### src/hw/rtl/tcw_pkg.sv
// shared types, codes and defaults for the text console character writer
`default_nettype none

package tcw_pkg;

    // default geometry
    localparam int COLUMNS_DEF  = 80;
    localparam int ROWS_DEF     = 25;
    localparam int TAB_STOP_DEF = 8;

    // fixed field widths
    localparam int OP_W   = 2;
    localparam int CHAR_W = 8;
    localparam int AIN_W  = 11;
    localparam int LOC_W  = 11;
    localparam int VAL_W  = 16;
    localparam int ATTR_W = 8;

    // operation codes
    localparam logic [OP_W-1:0] OP_PUT   = 2'd0;
    localparam logic [OP_W-1:0] OP_CLEAR = 2'd1;
    localparam logic [OP_W-1:0] OP_READ  = 2'd2;

    // character codes
    localparam logic [CHAR_W-1:0] CH_BS    = 8'h08;
    localparam logic [CHAR_W-1:0] CH_TAB   = 8'h09;
    localparam logic [CHAR_W-1:0] CH_LF    = 8'h0A;
    localparam logic [CHAR_W-1:0] CH_CR    = 8'h0D;
    localparam logic [CHAR_W-1:0] CH_SPACE = 8'h20;
    localparam logic [CHAR_W-1:0] CH_LAST  = 8'h7F;

    localparam logic [ATTR_W-1:0] ATTR_RESET = 8'h0F;

    // memory operation requested by the controller
    typedef enum logic [2:0] {
        MEM_NONE,
        MEM_PUT,
        MEM_READ,
        MEM_COPY,
        MEM_FLUSH,
        MEM_FILL
    } t_mem_op;

    typedef struct packed {
        logic    capture;   // take the input transaction payload
        logic    exec;      // apply the cursor update of the held item
        t_mem_op mem_op;
        logic    cnt_clr;
        logic    cnt_inc;
        logic    fill_rst;  // blank with the reset attribute
        logic    out_load;
    } t_cmd;

    typedef struct packed {
        logic is_clear;
        logic is_read;
        logic need_scroll;
        logic cnt_copy_end;
        logic cnt_fill_end;
    } t_sts;

endpackage

`default_nettype wire

### src/hw/rtl/tcw_ctrl.sv
// controller: sequences item execution, screen sweeps and result handoff
`default_nettype none

module tcw_ctrl (
    input  wire logic    i_clk,
    input  wire logic    i_rst_n,
    input  wire logic    i_in_valid,
    output logic         o_in_ready,
    output logic         o_out_valid,
    input  wire logic    i_out_ready,
    input  tcw_pkg::t_sts i_sts,
    output tcw_pkg::t_cmd o_cmd
);
    import tcw_pkg::*;

    typedef enum logic [2:0] {
        S_INIT,
        S_IDLE,
        S_EXEC,
        S_COPY,
        S_FLUSH,
        S_FILL,
        S_DONE
    } t_state;

    t_state r_state;
    t_state n_state;
    logic   out_free;

    assign out_free   = !o_out_valid || i_out_ready;
    assign o_in_ready = (r_state == S_IDLE);

    always_comb begin
        n_state = r_state;
        o_cmd   = '{capture: 1'b0, exec: 1'b0, mem_op: MEM_NONE, cnt_clr: 1'b0,
                    cnt_inc: 1'b0, fill_rst: 1'b0, out_load: 1'b0};
        unique case (r_state)
            S_INIT: begin
                o_cmd.mem_op   = MEM_FILL;
                o_cmd.fill_rst = 1'b1;
                o_cmd.cnt_inc  = 1'b1;
                if (i_sts.cnt_fill_end) begin
                    n_state = S_IDLE;
                end
            end
            S_IDLE: begin
                o_cmd.capture = i_in_valid;
                if (i_in_valid) begin
                    n_state = S_EXEC;
                end
            end
            S_EXEC: begin
                o_cmd.exec    = 1'b1;
                o_cmd.cnt_clr = 1'b1;
                o_cmd.mem_op  = i_sts.is_read ? MEM_READ : MEM_PUT;
                if (i_sts.is_clear) begin
                    n_state = S_FILL;
                end else if (i_sts.need_scroll) begin
                    n_state = S_COPY;
                end else begin
                    n_state = S_DONE;
                end
            end
            S_COPY: begin
                o_cmd.mem_op  = MEM_COPY;
                o_cmd.cnt_inc = 1'b1;
                if (i_sts.cnt_copy_end) begin
                    n_state = S_FLUSH;
                end
            end
            S_FLUSH: begin
                o_cmd.mem_op = MEM_FLUSH;
                n_state      = S_FILL;
            end
            S_FILL: begin
                o_cmd.mem_op  = MEM_FILL;
                o_cmd.cnt_inc = 1'b1;
                if (i_sts.cnt_fill_end) begin
                    n_state = S_DONE;
                end
            end
            S_DONE: begin
                o_cmd.out_load = out_free;
                if (out_free) begin
                    n_state = S_IDLE;
                end
            end
            default: begin
                n_state = S_IDLE;
            end
        endcase
    end

    always_ff @(posedge i_clk) begin
        if (!i_rst_n) begin
            r_state     <= S_INIT;
            o_out_valid <= 1'b0;
        end else begin
            r_state <= n_state;
            if (o_cmd.out_load) begin
                o_out_valid <= 1'b1;
            end else if (i_out_ready) begin
                o_out_valid <= 1'b0;
            end
        end
    end

endmodule

`default_nettype wire

### config.mk
export PLATFORM = sky130hd
export DESIGN_NAME = tcw_ctrl
export DESIGN_NICKNAME = d
export VERILOG_FILES = /design/src/hw/rtl/tcw_pkg.sv /design/src/hw/rtl/tcw_ctrl.sv
export SDC_FILE = /design/constraint.sdc
export NUM_CORES = 1
export LEC_CHECK = 0
export ABC_AREA = 1
export BUFFER_PORTS_ARGS = -buffer_cell sky130_fd_sc_hd__buf_2
export CORE_AREA = 2 2 39 41
export CTS_CLUSTER_SIZE = 28
export DETAILED_ROUTE_END_ITERATION = 12
export DIE_AREA = 0 0 41 43
export HOLD_SLACK_MARGIN = 0.05
export SYNTH_ARGS = -nofsm -noshare
export SYNTH_HDL_FRONTEND = slang
export SYNTH_SLANG_ARGS = --single-unit
### constraint.sdc
create_clock -name i_clk -period 1.3 [get_ports i_clk]
set_input_delay 0.195 -clock i_clk [delete_from_list [all_inputs] [get_ports i_clk]]
set_output_delay 0.195 -clock i_clk [all_outputs]
set_load 0.03 [all_outputs]
; ---- After elaboration in Yosys (flattened, before gate mapping)
; Cells that the tools add are included.
[totals]
ff_bits = 4
in_bits = 9
[classes]
eq_ne = 11
mux = 17
n_reduce_logical = 7
[ops]
columns = operator, n
row1 = $mux 3, 7
row2 = $pmux 3 s7, 1
row3 = $pmux 3 s4, 1
row4 = $ne 2x2->1 const B, 5
row5 = $eq 3x3->1 const B, 3
row6 = $mux 1, 7
row7 = $eq 3x2->1 const B, 2
row8 = $reduce_and 5->1, 1
row9 = $eq 3x1->1 const B, 1
row10 = $logic_not 3->1, 1
row11 = $reduce_or 3->1, 1
row12 = $mux 2, 1
row13 = $reduce_bool 2->1, 1
row14 = $reduce_or 2->1, 1
row15 = $logic_not 1->1, 1
row16 = $logic_or 1x1->1, 1

; ---- Logic depth before layout (Yosys ltp)
; Gate-level depths: netlist of the first run.
[depth]
ltp_word = 4
mapped_depth = 9
mapped_depth_nobuf = 9

; ---- Worst setup path before layout of the first run
; OpenSTA, ideal clock, no wires.
[synth_path]
path_kind = register to output
startpoint = reg r_state[0]
endpoint = out o_cmd[4] (netlist name)
arrival_time_ns = 1.391
setup_slack_ns = -0.286
stages_incl_launch_ff = 7
n_path_buf = 0
path_cell_list = dfxtp_1 > nor2_1 > nand2_1 > nand2_2 > inv_1 > o21ai_1 > o22a_1
[synth_lines]
columns = element, line_no
row1 = from (decl), tcw_ctrl.sv:26  ; t_state r_state;
row2 = from (signal assigned), tcw_ctrl.sv:99  ; r_state <= n_state;
row3 = to (decl), tcw_ctrl.sv:12  ; output tcw_pkg::t_cmd o_cmd

==> impl_metrics.json, run 1 <==
{
  "status": "complete, but fails checks",
  "violations": "negative setup slack",
  "startpoint_type": "flop",
  "wirelength_mm": 1.24,
  "grt_pass1_wl_mm": 1.70,
  "fin_worst_skew_ns": 0.00531,
  "crit_top_cell": "buf_6",
  "ys_seq_elements": 4,
  "period_minus_slack_ns": 1.46,
  "critPathKind": "flop to output pin",
  "min_path_type": "primary input to flop",
  "drv_cap": 0,
  "syn_inst": 69,
  "max_freq_mhz": 687,
  "ys.warnings.count": 0,
  "required_ns": 1.11,
  "insertion_delay_ns": 0.24,
  "critPathTopFamily": "flip-flops",
  "ys.flop_type": "dfxtp_1",
  "grt-ovfl-total": 0,
  "ys_top_cells_by_count": "nand2_1 (15), nor2_1 (12), inv_1 (9)",
  "post-dp-hpwl_um": 883,
  "wl_per_cell_um": 10.3,
  "drt_pass1_iterations": 4,
  "gp_congestion": 0.765,
  "core_sq_mm": 0.00138,
  "cts_tree": "yes",
  "clock-root-buffer": "clkbuf_4",
  "cts_hold_buf": 0,
  "yosys.area.top_type": "dfxtp_1",
  "critPathBufInv": 2,
  "post-route-drc-count": 0,
  "worstPathCellList": "buf_6 -> ha_4 -> o22a_2 -> buf_6",
  "initial_utilization": 0.302,
  "drtAntennaViolNets": 0,
  "post_synth.cell_area_avg_sq_um": 6.06,
  "fin_ws_ns": -0.156,
  "syn-num-nets": 80,
  "path_clk_slew_ns": 0.04,
  "via_count": 537,
  "portBuffers": 19,
  "grt_pass1_vias": 446,
  "drive_above_1_share": 0.654,
  "period_share": 1.12,
  "final_util": 0.597,
  "rows": 14,
  "cts.sinks": 4,
  "fin_nets": 117,
  "setup_violations": 10,
  "io_pins": 20,
  "whs_ns": 0.206,
  "slew_headroom": 0.839,
  "cts_max_level": 1,
  "grt_max_degree": 6,
  "tightest_slew_ns": 0.240,
  "synthArstFlopShare": 0,
  "path_max_fanout": 4,
  "final_hold_viol_count": 0,
  "rsz0062_at_grt": "yes",
  "numCtsBuffers": 3,
  "clock_path_buffers": 2,
  "crit_arrival_ns": 1.26,
  "max_stage_delay_ns": 0.36,
  "drv_slew": 0,
  "syn2layout_area_growth_pct": 97.6,
  "diodes": 0,
  "yosysMostFrequentCell": "nand2_1",
  "synthTopCellsByArea": "dfxtp_1 (19%), nand2_1 (13%), nor2_1 (11%)",
  "viasPerCell": 4.48,
  "end_kind": "output pin",
  "drt_iter0_drc": 3,
  "antenna_found_initial": 0,
  "die_y_um": 43,
  "dieArea_sq_mm": 0.00176,
  "synth.distinct_cells": 21,
  "synth_edf_count": 0,
  "slowest_stage": "dfxtp_4",
  "ys_seq_area_frac": 0.192,
  "syn-cell-area_sq_um": 418,
  "grt_use_total": 0.142,
  "synth_top_cell_area_share": 0.192,
  "die_w_um": 41
}
[sequential cells by signal, summed over array words and instances, names as in the netlist]
name,cells
o_out_valid,1
r_state,3
[worst register-to-register path: cells and delay by family (launching register included)]
| kind | cells | cell delay (ns) |
|---|---|---|
| simple gates | 8 | 0.56 |
| flops | 1 | 0.38 |
| buf+inv | 2 | 0.26 |
[through the flow]
stage               instance area [sq um]  worst slack, ns  cells  setup TNS [ns]
floorplan                             428          -0.0805     69         -0.0805
global placement                      599         -0.00835    112        -0.00835
detailed placement                    599          -0.0403    112         -0.0403
CTS                                   723           -0.168    117          -0.942
global route                          826           -0.218    120           -1.68
finish                                826           -0.156    120          -0.905
[cell families (layout without fill, tap and decap cells)]
kind of cell | after synthesis | in the layout | synth area share
AND/OR/NAND/NOR | 40 | 40 | 0.461
flip-flops | 4 | 4 | 0.192
buffers and inverters | 15 | 50 | 0.162
AO/OA/AOI/OAI | 8 | 8 | 0.126
adder cells (fa/ha/maj) | 2 | 2 | 0.0599
[layer usage]
layer	track usage	routed length (um)	vias up	part of all wire
met3	0.0471	73	2	0.059
met5	0	0	-	0
met4	0.0600	13	0	0.010
li1	-	-	287	-
met2	0.222	669	16	0.54
met1	0.167	482	232	0.39
[cells in the final DEF, fill, tap and decap left out, drive strengths merged]
cell type and count:
o21ai 3, nand3 4, nor3 1, o2111ai 1, nand3b 1, nor2 14, a21boi 1, ha 2
a21o 1, dfxtp 4, a21oi 1, o22a 1, clkbuf 3, buf 34, nand2 20, inv 13
[path summary, 6_finish.rpt]
| path | startpoint | to | slack, ns | depth (start not counted) |
|---|---|---|---|---|
| setup / recovery | r_state[1] | o_cmd[4] | -0.16 | 4 |
| setup reg to reg | r_state[1] | r_state[0] | 0.03 | 10 |
| hold / removal | i_rst_n | r_state[2] | 0.21 | 3 |
| hold reg to reg | o_out_valid | o_out_valid | 0.55 | 2 |
[repair_timing]
action | 4_1_cts | 5_1_grt
setup buffers | 2 | 3
setup endpoints to repair | 10 | 13
resized for setup | 30 | 21
pin swaps | 1 | 4
[final cells by class]
class	instances	area, sq um
sequential	4	91.3
inverter	13	66.3
fill	134	558
timing repair buffer	34	268
tap	16	20.0
clock buffer	3	22.5
multi-input combinational	50	358
Power of run 1 is left out: the tool's default activity adds up to more than one toggle a clock period on the data nets, which glitch-free logic cannot reach.
==> run 2: changes to the inputs <==
Settings changed: ABC_AREA 1 to unset.
==> impl_metrics.json, run 2 <==
{
  "r2r_start": "r_state[1]",
  "min_path_cells": 2,
  "wl_per_cell_um": 13.4,
  "ys_seq_area_frac": 0.174,
  "violations": "negative setup slack",
  "cts.sinks": 4,
  "insertion_delay_ns": 0.24,
  "ys.flop_type": "dfxtp_1",
  "syn_inst": 63,
  "r2r-end": "r_state[2]",
  "drtAntennaViolNets": 0,
  "drive_above_1_share": 0.684,
  "critPathBufInv": 1,
  "top_register": "r_state",
  "syn-num-nets": 74,
  "worstPathCellList": "and2b_2 -> nand2b_4 -> a21o_2 -> buf_6",
  "finalSetupTns_ns": -1.39,
  "path_clk_slew_ns": 0.05,
  "rsz0062_at_grt": "yes",
  "crit_arrival_ns": 1.31,
  "dp_slack_ns": -0.0982,
  "ys_seq_elements": 4,
  "ys.warnings.count": 0,
  "wirelength_mm": 1.52,
  "fin_area_sq_um": 890,
  "synth.distinct_cells": 29,
  "slowest_stage": "dfxtp_4",
  "status": "complete, but fails checks",
  "drv_slew": 0,
  "max_freq_mhz": 664,
  "post_synth.cell_area_avg_sq_um": 7.29,
  "post-dp-hpwl_mm": 1.05,
  "largest_reg_flops": 3,
  "grt-ovfl-total": 0,
  "required_ns": 1.11,
  "io_pins": 20,
  "synthArstFlopShare": 0,
  "critPathKind": "flop to output pin",
  "die_w_um": 41,
  "yosys.area.top_type": "dfxtp_1",
  "finalNonFillerCells": 114,
  "numCtsBuffers": 3,
  "reg2reg_depth": 6,
  "cts_max_level": 1,
  "viasPerCell": 5.17,
  "dieArea_sq_mm": 0.00176,
  "final_hold_viol_count": 0,
  "min_path_type": "primary input to flop",
  "syn-cell-area_sq_um": 459,
  "cts_hold_buf": 0,
  "final_util": 0.643,
  "gp_congestion": 0.841,
  "power_density_mw_per_mm2": 1630,
  "initial_utilization": 0.332,
  "antenna_found_initial": 0,
  "post-route-drc-count": 0,
  "synth_top_cell_area_share": 0.174,
  "setup_violations": 12,
  "die_y_um": 43,
  "tightest_slew_ns": 0.276,
  "cts_tree": "yes",
  "whs_ns": 0.229,
  "clock-root-buffer": "clkbuf_4",
  "final_cell_mix": "buf_4 (15), buf_6 (12), buf_2 (9)",
  "fin_worst_skew_ns": 0.0122,
  "place_area_sq_um": 712,
  "power.total_mw": 1.45,
  "drt_iter0_drc": 9,
  "dp.cells": 106,
  "hold_start": "i_rst_n",
  "slew_headroom": 0.814,
  "ff2ff_setup_slack_ns": -0.14,
  "max_stage_delay_ns": 0.38,
  "drt_pass1_iterations": 4,
  "drv_cap": 0,
  "mostFrequentLayoutCell": "buf_4",
  "grt_max_degree": 11,
  "synthTopCellsByArea": "dfxtp_1 (17%), mux2i_1 (6.5%), ha_1 (5.4%)",
  "leakage_nw": 0.380,
  "period_minus_slack_ns": 1.51,
  "critPathTopFamily": "simple AND/OR/NAND/NOR gates",
  "syn2layout_area_growth_pct": 93.7,
  "path_max_fanout": 5,
  "end_kind": "output pin",
  "grt_pass1_wl_mm": 2.49,
  "ir_drop_mv": 0.820,
  "rows": 14,
  "period_share": 1.16,
  "clock_path_buffers": 2,
  "portBuffers": 19,
  "hold_end": "o_out_valid",
  "startpoint_type": "flop",
  "ys_top_cells_by_count": "nand2_1 (5), nor2_1 (5), o21ai_0 (5)",
  "fin_ws_ns": -0.206,
  "synth_edf_count": 0,
  "reg_top3": "r_state: 3 flops, o_out_valid: 1 flops",
  "diodes": 0,
  "grt_use_total": 0.205,
  "core_sq_mm": 0.00138,
  "fin_nets": 110,
  "via_count": 589,
  "grt_pass1_vias": 574
}
## run 2: changes by cell type in the layout (fill, tap and decap cells not counted), moves of 3 or more
cell | previous run | this run
nand2_1 | 11 | 4
nor2_1 | 10 | 4
inv_1 | 6 | 1
nand2_2 | 6 | 2
nand2_4 | 3 | 0
nor2_4 | 3 | 0
## run 2: what timing repair did
item	4_1_cts	5_1_grt
pin swaps	9	3
setup endpoints to repair	13	13
gates resized for setup	32	7
hold endpoints to repair	0	0
setup buffers	4	0
cloned	0	0
## run 2: worst register-to-register path: stages (launching register included)
cell and delay, ns:
dfxtp_4 0.37, buf_4 0.15, nor3b_4 0.21, buf_4 0.15
o21ai_1 0.05, or3_1 0.30, mux2i_1 0.12
## run 2: cell type report
| class | count | area (sq um) |
|---|---|---|
| inverters | 5 | 26.3 |
| repair buffers | 36 | 293 |
| well taps | 16 | 20.0 |
| multi-input cells | 49 | 435 |
| fillers | 112 | 494 |
| clock buffers | 4 | 26.3 |
| flip-flops and latches | 4 | 88.8 |
## run 2: worst max path at each step
stage	from	cells past startpoint	end	slack, ns
after floorplan	r_state[0]	5	r_state[2]	-0.08
after global placement	r_state[1]	6	o_cmd[4]	-0.07
after detailed placement	r_state[1]	6	o_cmd[4]	-0.1
after CTS	r_state[1]	6	o_cmd[4]	-0.19
after global routing	r_state[1]	6	o_cmd[4]	-0.26
final	r_state[2]	4	o_cmd[2]	-0.21
## run 2: power breakdown
group	internal, mW	switching (mW)	total [mW]
clock network	0.116	0.0583	0.174
logic	0.535	0.544	1.08
registers	0.149	0.0463	0.195
total	0.799	0.648	1.45
## run 2: kinds of logic after synthesis
| group | Yosys count | synth area share |
|---|---|---|
| and+or+nand+nor | 25 | 0.308 |
| AOI/OAI and AO/OA | 19 | 0.267 |
| buffers and inverters | 10 | 0.131 |
| DFF | 4 | 0.174 |
| muxes | 3 | 0.0654 |
| adders and majority gates | 2 | 0.0545 |
## run 2: per-layer routing
metal / share of wire / track usage
met1: 0.42 / 0.261
met2: 0.53 / 0.325
met3: 0.037 / 0.0209
met4: 0.011 / 0.100
met5: 0 / 0
(Power assumes the default switching activity.)
